--- src/hdl/rlc_pkg.sv ---
// Package for the RGB LED effect colour engine: types, constants and
// small arithmetic helpers. No dependencies.
package rlc_pkg;

  localparam int unsigned RLC_PWM_LEVELS = 64;

  // Divide by 100 as multiply by the reciprocal and shift.
  localparam int unsigned RLC_REC_SHIFT = 26;
  localparam logic [19:0] RLC_REC_100 = 20'd671089;

  typedef enum logic [1:0] {
    MODE_SOLID     = 2'd0,
    MODE_FADE      = 2'd1,
    MODE_RAINBOW   = 2'd2,
    MODE_SOLID_ALT = 2'd3
  } mode_e;

  typedef enum logic [2:0] {
    REG_EFFECT_MODE    = 3'd0,
    REG_COLOUR_ONE     = 3'd1,
    REG_COLOUR_TWO     = 3'd2,
    REG_GAIN_SET       = 3'd3,
    REG_BRIGHTNESS     = 3'd4,
    REG_MAX_BRIGHTNESS = 3'd5,
    REG_CYCLE_SECONDS  = 3'd6,
    REG_ENABLED        = 3'd7
  } reg_idx_e;

  // Per-channel vector: index 2 is red, 1 green, 0 blue, matching the packing.
  typedef logic [2:0][7:0] rgb_t;

  // Exact floor(x / 255) for any 16-bit x.
  function automatic logic [8:0] div255(input logic [15:0] x);
    logic [16:0] y;
    logic [16:0] s;
    y = {1'b0, x} + 17'd1;
    s = y + (y >> 8);
    return s[16:8];
  endfunction

  function automatic logic [7:0] sq_gamma(input logic [7:0] v);
    logic [15:0] p;
    logic [8:0]  q;
    p = 16'(v) * 16'(v) + 16'd127;
    q = div255(p);
    return q[7:0];
  endfunction

  function automatic rgb_t wheel(input logic [7:0] pos);
    logic [7:0] p;
    logic [9:0] p3;
    rgb_t       c;
    if (pos < 8'd85) begin
      p3 = 10'(pos) * 10'd3;
      c  = {8'd255 - p3[7:0], p3[7:0], 8'd0};
    end else if (pos < 8'd170) begin
      p  = pos - 8'd85;
      p3 = 10'(p) * 10'd3;
      c  = {8'd0, 8'd255 - p3[7:0], p3[7:0]};
    end else begin
      p  = pos - 8'd170;
      p3 = 10'(p) * 10'd3;
      c  = {p3[7:0], 8'd0, 8'd255 - p3[7:0]};
    end
    return c;
  endfunction

endpackage

--- src/hdl/rlc_drive.sv ---
// Four-stage duty scaler: brightness percent, then gain percent, saturated,
// and forced to zero when disabled. Depends on rlc_pkg.
module rlc_drive import rlc_pkg::*; (
  input  logic       clk_i,
  input  logic       rst_ni,
  input  logic       adv_i,
  input  logic       valid_i,
  input  rgb_t       lin_i,
  input  rgb_t       gain_i,
  input  logic [7:0] eff_i,
  input  logic       enable_i,
  output logic       valid_o,
  output rgb_t       duty_o
);

  logic [3:0]        v_q;
  logic [2:0][15:0]  x1_q;
  logic [2:0][9:0]   o1_q;
  logic [2:0][17:0]  x2_q;
  rgb_t              duty_q;

  always_ff @(posedge clk_i or negedge rst_ni) begin
    if (!rst_ni) begin
      v_q <= '0;
    end else if (adv_i) begin
      v_q <= {v_q[2:0], valid_i};
    end
  end

  always_ff @(posedge clk_i) begin
    logic [35:0] p1;
    logic [37:0] p2;
    logic [11:0] o2;
    if (adv_i) begin
      for (int c = 0; c < 3; c++) begin
        x1_q[c] <= 16'(lin_i[c]) * 16'(eff_i) + 16'd50;
        p1       = 36'(x1_q[c]) * 36'(RLC_REC_100);
        o1_q[c] <= p1[RLC_REC_SHIFT+9:RLC_REC_SHIFT];
        x2_q[c] <= 18'(o1_q[c]) * 18'(gain_i[c]) + 18'd50;
        p2       = 38'(x2_q[c]) * 38'(RLC_REC_100);
        o2       = p2[RLC_REC_SHIFT+11:RLC_REC_SHIFT];
        duty_q[c] <= !enable_i ? 8'd0 : (o2 > 12'd255) ? 8'd255 : o2[7:0];
      end
    end
  end

  assign valid_o = v_q[3];
  assign duty_o  = duty_q;

endmodule

--- config.mk ---
export PLATFORM = sky130hd
export DESIGN_NAME = rlc_drive
export DESIGN_NICKNAME = d
export VERILOG_FILES = /design/src/hdl/rlc_pkg.sv /design/src/hdl/rlc_drive.sv
export SDC_FILE = /design/constraint.sdc
export NUM_CORES = 2
export LEC_CHECK = 0
export BUFFER_PORTS_ARGS = -buffer_cell sky130_fd_sc_hd__clkbuf_2
export CAP_MARGIN = 20
export CORE_UTILIZATION = 30
export DETAILED_ROUTE_END_ITERATION = 8
export SETUP_SLACK_MARGIN = 0.5
export SLEW_MARGIN = 25
export SYNTH_ARGS = -nofsm -noshare
export SYNTH_HDL_FRONTEND = slang
export SYNTH_SLANG_ARGS = --single-unit
--- constraint.sdc ---
create_clock -name clk_i -period 7.86 [get_ports clk_i]
set_clock_uncertainty 0.15 [all_clocks]
set_input_delay 1.572 -clock clk_i [delete_from_list [all_inputs] [get_ports clk_i]]
set_output_delay 1.572 -clock clk_i [all_outputs]
set_load 0.02 [all_outputs]
-- Word-level counts from Yosys, hierarchy flattened
Cells that the tools add are included.
- bits of input ports: 61
- register bits after elaboration: 160
- $mul: 12
- $lt $le $gt $ge: 3
- add/subtract/negate cells: 6
- muxes and demuxes: 3
- operator list (operator ; count):
    18-bit by 20-bit multiplier with 38-bit output (second input constant) ; 3
    16-bit by 20-bit multiplier with 36-bit output (second input constant) ; 3
    18-bit by 6-bit adder with 18-bit output (second input constant) ; 3
    10-bit by 8-bit multiplier with 18-bit output ; 3
    16-bit by 6-bit adder with 16-bit output (second input constant) ; 3
    8-bit by 8-bit multiplier with 16-bit output ; 3
    12-bit by 8-bit > comparator with 1-bit output (second input constant) ; 3
    8-bit two-way mux ; 3

-- Longest topological paths before layout
- depth in word-level cells: 3
- depth in mapped cells: 22
- gate-level depth less buffers: 22

-- Worst setup path after synthesis
OpenSTA, ideal clock, no wires.
- path kind: register -> register
- start: reg x2_q[43] in the netlist's numbering
- end: reg duty_q (netlist bit duty_o[23]) (data pin)
- clock period less this slack: 6.465 ns
- path slack: 1.395 ns
- cell stages (with the launch flop): 21
- arrival time: 6.056 ns
- cell sequence: edfxtp_1 -> fa_1 -> inv_1 -> fa_1 -> inv_1 -> fa_1 -> fa_1 -> fa_1 -> inv_1 -> fa_1 -> inv_1 -> ha_1 -> and2_1 -> and4_4 -> a221o_1 -> a31oi_2 -> nand2_2 -> a211o_1 -> or3_1 -> a211o_1 -> o31a_1
- longest elaborated chain between the ends: 3
- RTL lines (what ; RTL line ; source):
    from (decl) ; rlc_drive.sv:19 ; logic [2:0][17:0] x2_q;
    from (signal, indexed assignment) ; rlc_drive.sv:39 ; x2_q[c] <= 18'(o1_q[c]) * 18'(gain_i[c]) + 18'd50;
    18-bit by 20-bit multiplier with 38-bit output (*) ; rlc_drive.sv:40 ; p2 = 38'(x2_q[c]) * 38'(RLC_REC_100);
    12-bit by 8-bit > comparator with 1-bit output ; rlc_drive.sv:42 ; duty_q[c] <= !enable_i ? 8'd0 : (o2 > 12'd255) ? 8'd255 : o2[7:0];
    8-bit two-way mux (*) ; rlc_drive.sv:42 ;
    to (signal, indexed assignment) ; rlc_drive.sv:42 ;
    to (decl) ; rlc_drive.sv:20 ; rgb_t duty_q;
Every way passes the cells marked *; elsewhere a longest branch is shown, timed or not.
A chain may end at the register's enable or synchronous reset.

-- Worst setup path after layout
- start: reg x2_q[52] in the netlist's numbering
- end: reg duty_q (netlist bit duty_o[23]) (data pin)
The elaborated chain is that of the path after synthesis.

==> results.json <==
{
  "cp_data_required_time_ps": 8000,
  "antenna_found_initial": 12,
  "synth_edf_count": 156,
  "crit_chain": "fa_1 > inv_1 > fa_1 > inv_1 > fa_1 > fa_1 > fa_1 > inv_1 > fa_1 > inv_1 > ha_1 > and4_4 > and4_4 > a221o_1 > a31oi_2 > nand2_2 > a211o_1 > or3_1 > a211o_1 > o31a_1",
  "worstMarginPinSlew_ps": 787,
  "critPathKind": "reg2reg",
  "gp_congestion": 0.886,
  "post_cts_resized": 0,
  "place_inst": 7281,
  "grt_pass1_vias": 35300,
  "hold_buffers": 0,
  "cts_buffers": 17,
  "die_x_um": 412,
  "hpwl_um": 94200,
  "worst_slack_ps": 944,
  "htreeDepth": 4,
  "grt.total_usage_pct": 13.1,
  "finalSetupViolations": 0,
  "slew_violations": 0,
  "max_cap_viol_count": 0,
  "yosysMostFrequentCell": "inv_1",
  "holdPathStages": 1,
  "cp-start-kind": "register",
  "grt_max_degree": 61,
  "num_vias": 32300,
  "crit_top_cell": "fa_1",
  "cp_max_fo": 8,
  "port_buffers": 85,
  "grt_pass1_wl_um": 180000,
  "status": "complete, no violations",
  "design_area_mm2": 0.0541,
  "instances_no_fill": 7316,
  "fmax_mhz": 145,
  "yosys.area.top_type": "fa_1",
  "dr.pass1.iters": 8,
  "cpPeakStageDelay_ps": 640,
  "pre_cts_ws_ps": 969,
  "min_from": "v_q[3]",
  "synth-seq-cells": 160,
  "maxSlewHeadroom_pct": 47.5,
  "synth_commonest_cells": "1469 x inv_1, 1110 x ha_1, 915 x fa_1, 273 x nand2_1, 237 x and2_1",
  "start_util_pct": 30.2,
  "insertion_delay_ps": 540,
  "routedWlPerCell_um": 14.4,
  "cts.sinks": 160,
  "crit_start": "x2_q[52]",
  "cts.clk_slew.worst_paths_ps": 80,
  "hold_path.class": "reg2reg",
  "placed_area_mm2": 0.0536,
  "synth_nets": 7117,
  "pin_count": 86,
  "dieArea_mm2": 0.170,
  "hold_viol": 0,
  "crit_path_end_kind": "register",
  "clockBufferDepth": 2,
  "r2r-start": "x2_q[52]",
  "synth-seq-area-share_pct": 9.47,
  "fp.coreArea_mm2": 0.167,
  "tns_ps": 0,
  "fin_crit_sh_pct": 88.0,
  "synthCells": 5031,
  "min_period_ps": 6920,
  "nets": 7182,
  "syn_area_mm2": 0.0505,
  "ys_types": 73,
  "post_cts_buffers": 0,
  "rsz0062_at_grt": "false",
  "synthArstFlopShare_pct": 2.50,
  "area_growth_pct": 7.15,
  "worstPathArrival_ps": 7050,
  "drc": 0,
  "cts_tree": "built",
  "synthTopCellsByArea": "fa_1 36%, ha_1 27%, inv_1 11%",
  "drtIter0Drc": 1321,
  "yosysWarnings": 0,
  "clockRootBuffer": "clkbuf_16",
  "critPathSlowestCell": "fa_1",
  "worst_hold_path.endpoint": "v_q[3]",
  "r2r_slack_ps": 940,
  "synthDominantCellAreaShare_pct": 36.3,
  "r2r_cells": 20,
  "r2r-end": "duty_o[23]",
  "rows": 150,
  "vias_per_cell": 4.41,
  "ys.flop_type": "edfxtp_1",
  "ant_nets": 0,
  "synth.avg_cell_area_um2": 10.0,
  "layout-drive-gt1-share_pct": 2.90,
  "die_h_um": 412,
  "grt_remaining_overflow": 0,
  "wirelength_um": 105000
}
## cells in the final DEF (no fill, tap or decap), types with 6 or more instances in the layout
cell / Yosys / final
a2111oi_0: 11 / 11
a211oi_1: 19 / 19
a21boi_0: 17 / 17
a21o_1: 49 / 49
a21oi_1: 86 / 86
a31oi_1: 12 / 12
and2_1: 237 / 237
and3_1: 18 / 18
clkbuf_16: 0 / 17
clkbuf_2: 0 / 84
edfxtp_1: 156 / 156
fa_1: 915 / 915
ha_1: 1110 / 1110
inv_1: 1469 / 1469
inv_6: 0 / 7
nand2_1: 273 / 273
nand2b_1: 18 / 18
nand3_1: 27 / 27
nand4_1: 21 / 21
nor2_1: 125 / 125
nor2b_1: 22 / 22
nor3_1: 40 / 40
nor4_1: 10 / 10
o211ai_1: 19 / 19
o21a_1: 38 / 38
o21ai_0: 69 / 69
o21bai_1: 6 / 6
o31a_1: 6 / 6
o41ai_1: 9 / 9
or2_2: 12 / 12
xnor2_1: 90 / 90
xor2_1: 29 / 29
## worst max path at each step
stage	endpoint	cells after the start	slack (ps)
6_report	duty_o[23]	20	940
5_1_grt	duty_o[11]	20	660
4_1_cts	duty_o[23]	20	950
3_5_place_dp	duty_o[23]	20	970
3_3_place_gp	x2_q[52]	18	1060
2_1_floorplan	duty_o[23]	20	1400
## cells by family (layout without fill, tap and decap cells)
logic type	count (synthesis)	in the layout	share of synthesized area (%)
fa+ha+maj	2025	2025	63.8
buf+inv	1511	1589	11.2
simple gates	826	826	8.18
compound gates	385	385	5.18
flops	160	160	9.47
xor+xnor	119	119	2.06
mux	5	5	0.109
other cells	0	3	0
## metal layers
metal	part of all wire [%]	track usage, %	up-vias
li1	-	-	15800
met4	0.85	1.96	18
met1	50	18.7	16000
met2	45	21.4	368
met3	3.5	1.84	71
met5	0.11	0	-
## stage by stage
step	util, %	hold slack (ps)
floorplan	-	325
global placement	32.0	335
detailed placement	32.0	354
CTS	32.4	372
global route	32.4	396
finish	32.4	362
## sequential cells by signal (all words and copies together), names as in the netlist
register and flops:
x1_q 48, v_q 4, x2_q 54, o1_q 30, duty_o 24
## final cells by class
type	count	area (µm²)
diodes	3	7.51
clock buffers	18	429
clock inverters	14	118
fillers	17000	113000
inverters	1469	5510
multi-input cells	3360	40000
flip-flops and latches	160	4780
well taps	2204	2760
repair buffers	88	457
## worst max-delay path, delay by kind of cell, from the launching register on
family,cells,cell delay (ps)
and+or+nand+nor,4,880
adders and majority gates,7,3300
DFF,1,570
AOI/OAI and AO/OA,5,1550
buffers and inverters,4,220
Power is not shown: default switching activity piles up to over one toggle a cycle in this logic, so the estimate is an artifact.
