### src/hdl/rlc_pkg.sv
// Package for the RGB LED effect colour engine: types, constants and
// small arithmetic helpers. No dependencies.
package rlc_pkg;

  localparam int unsigned RLC_PWM_LEVELS = 64;

  // Divide by 100 as multiply by the reciprocal and shift.
  localparam int unsigned RLC_REC_SHIFT = 26;
  localparam logic [19:0] RLC_REC_100 = 20'd671089;

  typedef enum logic [1:0] {
    MODE_SOLID     = 2'd0,
    MODE_FADE      = 2'd1,
    MODE_RAINBOW   = 2'd2,
    MODE_SOLID_ALT = 2'd3
  } mode_e;

  typedef enum logic [2:0] {
    REG_EFFECT_MODE    = 3'd0,
    REG_COLOUR_ONE     = 3'd1,
    REG_COLOUR_TWO     = 3'd2,
    REG_GAIN_SET       = 3'd3,
    REG_BRIGHTNESS     = 3'd4,
    REG_MAX_BRIGHTNESS = 3'd5,
    REG_CYCLE_SECONDS  = 3'd6,
    REG_ENABLED        = 3'd7
  } reg_idx_e;

  // Per-channel vector: index 2 is red, 1 green, 0 blue, matching the packing.
  typedef logic [2:0][7:0] rgb_t;

  // Exact floor(x / 255) for any 16-bit x.
  function automatic logic [8:0] div255(input logic [15:0] x);
    logic [16:0] y;
    logic [16:0] s;
    y = {1'b0, x} + 17'd1;
    s = y + (y >> 8);
    return s[16:8];
  endfunction

  function automatic logic [7:0] sq_gamma(input logic [7:0] v);
    logic [15:0] p;
    logic [8:0]  q;
    p = 16'(v) * 16'(v) + 16'd127;
    q = div255(p);
    return q[7:0];
  endfunction

  function automatic rgb_t wheel(input logic [7:0] pos);
    logic [7:0] p;
    logic [9:0] p3;
    rgb_t       c;
    if (pos < 8'd85) begin
      p3 = 10'(pos) * 10'd3;
      c  = {8'd255 - p3[7:0], p3[7:0], 8'd0};
    end else if (pos < 8'd170) begin
      p  = pos - 8'd85;
      p3 = 10'(p) * 10'd3;
      c  = {8'd0, 8'd255 - p3[7:0], p3[7:0]};
    end else begin
      p  = pos - 8'd170;
      p3 = 10'(p) * 10'd3;
      c  = {p3[7:0], 8'd0, 8'd255 - p3[7:0]};
    end
    return c;
  endfunction

endpackage

### src/hdl/rlc_mod_pipe.sv
// Pipelined remainder unit: phase = elapsed_ms mod cycle, four bits per stage.
// Depends on rlc_pkg.
module rlc_mod_pipe import rlc_pkg::*; (
  input  logic        clk_i,
  input  logic        rst_ni,
  input  logic        adv_i,
  input  logic        valid_i,
  input  logic [31:0] time_i,
  input  logic [15:0] cycle_i,
  output logic        valid_o,
  output logic [15:0] phase_o
);

  localparam int unsigned NStg = 8;
  localparam int unsigned Bps  = 32 / NStg;

  logic [NStg-1:0] v_q;
  logic [15:0]     rem_q [NStg];
  logic [15:0]     rem_d [NStg];
  logic [31:0]     t_q   [NStg];
  logic [31:0]     t_d   [NStg];

  always_comb begin
    logic [16:0] r;
    logic [31:0] tt;
    for (int s = 0; s < NStg; s++) begin
      r  = (s == 0) ? 17'd0 : {1'b0, rem_q[(s == 0) ? 0 : s - 1]};
      tt = (s == 0) ? time_i : t_q[(s == 0) ? 0 : s - 1];
      for (int j = 0; j < Bps; j++) begin
        r  = {r[15:0], tt[31]};
        tt = tt << 1;
        if (r >= {1'b0, cycle_i}) r = r - {1'b0, cycle_i};
      end
      rem_d[s] = r[15:0];
      t_d[s]   = tt;
    end
  end

  always_ff @(posedge clk_i or negedge rst_ni) begin
    if (!rst_ni) begin
      v_q <= '0;
    end else if (adv_i) begin
      v_q <= {v_q[NStg-2:0], valid_i};
    end
  end

  always_ff @(posedge clk_i) begin
    if (adv_i) begin
      for (int s = 0; s < NStg; s++) begin
        rem_q[s] <= rem_d[s];
        t_q[s]   <= t_d[s];
      end
    end
  end

  assign valid_o = v_q[NStg-1];
  assign phase_o = rem_q[NStg-1];

endmodule

### config.mk
export PLATFORM = sky130hd
export DESIGN_NAME = rlc_mod_pipe
export DESIGN_NICKNAME = d
export VERILOG_FILES = /design/src/hdl/rlc_pkg.sv /design/src/hdl/rlc_mod_pipe.sv
export SDC_FILE = /design/constraint.sdc
export NUM_CORES = 2
export LEC_CHECK = 0
export BUFFER_PORTS_ARGS = -buffer_cell sky130_fd_sc_hd__buf_4
export CAP_MARGIN = 10
export CORE_MARGIN = 4
export CORE_UTILIZATION = 66
export DETAILED_ROUTE_END_ITERATION = 8
export PLACE_DENSITY = 0.81
export SLEW_MARGIN = 40
export SYNTH_ARGS = -nofsm -noshare
export SYNTH_HDL_FRONTEND = slang
export SYNTH_SLANG_ARGS = --single-unit
### constraint.sdc
create_clock -name clk_i -period 13.1 [get_ports clk_i]
set_clock_uncertainty 0.2 [all_clocks]
set_input_delay 3.93 -clock clk_i [delete_from_list [all_inputs] [get_ports clk_i]]
set_output_delay 3.93 -clock clk_i [all_outputs]
set_load 0.02 [all_outputs]
**Word-level counts from Yosys, hierarchy flattened**

Memory sizes are Yosys's and may differ from the RTL's.
Cells that the tools add are included.

- Register bits after elaboration: 8
- Bits in latches: 0
- Memory bits (writable): 352
- Memory bits (read-only): 0
- Bits of input ports: 52
- Output and inout bits: 17
- Word-level logic and storage cells: 101
- Memories: 2

Memories:

| name | words | width | rd ports | clocked after Yosys merged registers in | wr ports | RTL line | source |
|---|---|---|---|---|---|---|---|
| t_q | 8 | 28 | 7 | 0 | 8 | rlc_mod_pipe.sv:20 | `logic [31:0] t_q [NStg];` |
| rem_q | 8 | 16 | 8 | 0 | 8 | rlc_mod_pipe.sv:18 | `logic [15:0] rem_q [NStg];` |

- Add/subtract/negate cells: 32
- $mul: 0
- Div/mod/pow operators: 0
- $lt $le $gt $ge: 32
- Equal/unequal tests: 0
- Shift-type cells: 0
- Multiplexer cells: 34
- Bitwise logic cells: 0
- Reductions and logical operators: 0

Operator list:

| kind | number |
|---|---|
| $ge 17x16->1 | 31 |
| $mux 16 | 32 |
| $sub 16x16->16 | 31 |
| $ge 1x16->1 | 1 |
| $sub 1x16->16 | 1 |
| $mux 1 | 2 |

**Depth between registers and ports, before layout**

An unclocked memory read counts as a cell.

- Word-level depth: 9
- Gate-level depth with buffers: 51
- Mapped depth without buffers: 46

**Worst setup path after synthesis**

No wires, ideal clock.

- Kind: input to register
- Start: input cycle_i[1]
- End: memory rem_q[3][6], in the netlist rem_q[0][54] (data pin)
- Setup time: 0.262 ns
- Arrival time: 15.000 ns
- Data required time: 12.638 ns
- Setup slack: -2.362 ns
- Cell stages on the path: 51
- Path buffers: 6
- Cell sequence: inv_1 -> ha_1 -> nor2b_1 -> o31a_1 -> o21ai_1 -> a21oi_1 -> a21oi_1 -> o21ai_1 -> clkbuf_1 -> buf_1 -> nand2_1 -> o21ai_1 -> inv_1 -> ha_1 -> a21o_1 -> a21o_1 -> a221oi_1 -> o21ba_2 -> (+15 left out) -> nor2_1 -> mux2_2 -> buf_1 -> mux2i_1 -> ha_1 -> nor2b_1 -> o21ai_0 -> a21boi_0 -> o21ai_1 -> a21oi_1 -> o211a_1 -> o21a_1 -> o32a_1 -> a31oi_1 -> o211a_1 -> clkbuf_1 -> buf_2 -> mux2_1

RTL lines:

| what | RTL line | source |
|---|---|---|
| start: declaration | rlc_mod_pipe.sv:9 | `input logic [15:0] cycle_i,` |
| end: declaration | rlc_mod_pipe.sv:18 |  |

==> results by group <==
Run status
  – Outcome: finished, violations left
  – Failing checks: DRC, setup timing

Setup path
  – Crit Path Max Fanout: 7
  – Slowest cell delay on critical path: 0.51 ns
  – CP endpoint kind: flip-flop
  – Critical path required time: 13.24 ns
  – Arrival @ worst endpoint: 13.83 ns
  – RR Startpoint: t_q[5][27]
  – Most Frequent Cell on Critical Path: buf_4
  – Worst Setup SP: cycle_i[1]
  – Startpoint Class: primary input
  – R2R cell count: 42
  – Crit Path Category: primary input to flip-flop
  – Crit-path slowest cell: o31ai_1

Timing
  – Worst Slack Setup Final: -0.590 ns
  – Hold Fails Final Rpt: 0
  – Slew Limit Fails: 0
  – Measured slew at the worst slew-check pin: 1.10 ns
  – Final period utilization: 105%
  – Final setup viols: 32
  – Slew HR: 26.0%
  – F_max: 73.0 MHz
  – Final Critical Period: 13.69 ns

Global routing
  – Pin count of the biggest net entering global routing: 103
  – Congestion Overflow GR: 0
  – First-pass GRT wire length: 194000 um
  – Tot GR Track Use: 41.2%
  – Met1 track demand over resource: 48.4%
  – Met3 Track Usage GR: 9.39%
  – Initial antenna violation count: 3
  – Gr busiest metal: met2
  – GR Util met2: 67.6%
  – Vias in the first global route: 38.2k

CTS
  – Clock Tree Root: clkbuf_16
  – Worst-path clk slew: 0.07 ns
  – Cts hold-fix bufs: 0
  – Total CTS buffers: 34
  – Clk buf depth: 3
  – CTS tree: yes
  – H-tree levels: 2
  – Worst-Skew Late Latency: 0.60 ns
  – Clock sink count: 248

Floorplan
  – Core area: 53800 um^2
  – Ports: 69
  – Die Y-Extent: 241 um
  – Full die area: 58100 um^2
  – Die span in x: 241 um
  – Initial Utilization: 66.6%
  – Placement Rows: 85

Detailed routing
  – Average wire per standard cell: 23.3 um
  – DRC errors left: 4
  – Routed wire length: 135000 um
  – Vias/cell: 6.83
  – Vias: 39.5k
  – Drt first pass iters: 9
  – First DRT Iteration DRCs: 4775
  – Routed Antenna Nets: 0

Synth
  – Post-synth top cells: ha_1 (498), a21oi_1 (386), nand2_1 (290)
  – Post-synth EDFFs: 240
  – Sequential share of the synthesized area: 20.7%
  – Synth warn: 0
  – Mapped Nets: 4718
  – Area contributors post-synth: edfxtp_1 (20%), ha_1 (17%), xnor2_1 (5.6%)
  – Mean Syn Cell Area: 8.66 um^2
  – Asr flop ratio synth: 3.23%
  – Top cell type's share of synthesized area: 20.1%
  – Most frequent cell after synthesis: ha_1
  – Area leader, netlist: edfxtp_1
  – Syn Inst Count: 4137
  – Syn Std Cell Area: 35800 um^2
  – Top_reg_cell synth: edfxtp_1
  – #FFs+latches synth: 248
  – Yosys cell types: 92

Cells and area
  – Fin nets: 5641
  – Area grow syn2layout: 30.6%
  – Layout cells sized above 1: 28.7%
  – Post-layout util: 86.9%
  – Filler Cells Inserted: 2617

Placement
  – I/O Buffers: 68
  – Placer Congestion: 1.01
  – Post-DP HPWL: 94100 um

Worst hold path
  – WHS Path Cells: 0
  – Hold Path Origin: t_q[1][12]
  – Hold Crit Class: flip-flop to flip-flop

Run
  – Max cap viols: 0
-- metrics by stage --
| step | cell area, um^2 | setup WS, ns | std cells | setup TNS [ns] | hold WS, ns |
|---|---|---|---|---|---|
| after floorplan | 37200 | -1.13 | 4137 | -90.97 | 0.200 |
| after global placement | 44600 | -0.372 | 5682 | -12.34 | 0.200 |
| after detailed placement | 44600 | -0.555 | 5682 | -35.22 | 0.205 |
| after CTS | 45800 | 0.000780 | 5743 | 0 | 0.215 |
| after global routing | 46800 | -0.759 | 5781 | -28.42 | 0.221 |
| final | 46800 | -0.590 | 5783 | -10.65 | 0.207 |
-- layer usage --
| layer | vias up | wire [um] |
|---|---|---|
| met3 | 1027 | 15600 |
| met2 | 2703 | 59600 |
| met1 | 18300 | 47100 |
| li1 | 17400 | - |
| met4 | 0 | 12500 |
| met5 | - | 0 |
-- sequential cells by signal (all words and copies together), names as in the netlist --
name   flops
rem_q    128
t_q      112
v_q        8
-- what timing repair did --
item,CTS,global route
buffers inserted,0,32
gates resized for setup,3,168
gates cloned,0,6
endpoints found under the setup margin,2,128
pin swaps,0,64
-- final timing paths --
check	slack, ns	to
setup / recovery	-0.59	rem_q[1][42]
hold / removal	0.21	t_q[2][16]
setup reg to reg	2.70	rem_q[1][42]
hold reg to reg	0.21	t_q[2][16]
max in group asynchronous	9.62	v_q[0]
min in group asynchronous	2.95	v_q[2]
-- final cells by class --
type | instances | area (um^2) | share of cell area (%)
clock inverters | 24 | 319 | 0.682
flip-flops and latches | 248 | 7410 | 15.8
diodes | 2 | 5.00 | 0.0107
multi-input cells | 3574 | 28700 | 61.4
clock buffers | 37 | 883 | 1.89
well taps | 696 | 871 | 1.86
inverters | 221 | 853 | 1.82
repair buffers | 981 | 7740 | 16.5
-- cells by family after synthesis --
logic type	synth area share, %
flops	20.7
mux	9.23
xor+xnor	9.44
compound gates	24.0
simple gates	14.0
buf+inv	3.57
fa+ha+maj	19.1
-- critical path: cells and delay by family --
kind / cells / cell delay [ns]
adders and majority gates: 4 / 1.27
AOI/OAI and AO/OA: 18 / 4.74
xor gates and xnor gates: 1 / 0.08
and+or+nand+nor: 8 / 1.38
buffers and inverters: 9 / 1.40
muxes: 3 / 1.01
-- cell usage in the layout, fill, tap and decap left out, drive strengths merged, types with 10 or more instances in the layout --
cell    instances
and4           13
clkbuf         39
a211oi         38
ha            498
nor4           32
a31oi          30
a211o          15
nor3           56
o21ai         299
o21a           58
nor2b          69
nand3          86
a21o          188
a311oi         11
nor2          233
or3            27
o211ai         24
o31ai          21
a21oi         386
or2            14
o31a           16
o221ai         43
inv           223
xor2          157
mux2          194
a221o          10
fa             31
buf           979
xnor2         229
o21bai         56
a21boi         31
a221oi         14
nand2b         71
mux2i         108
nand2         290
nand4          57
and2           22
and3           28
edfxtp        240
Power is not shown: default switching activity piles up to over one toggle a cycle in this logic, so the estimate is an artifact.
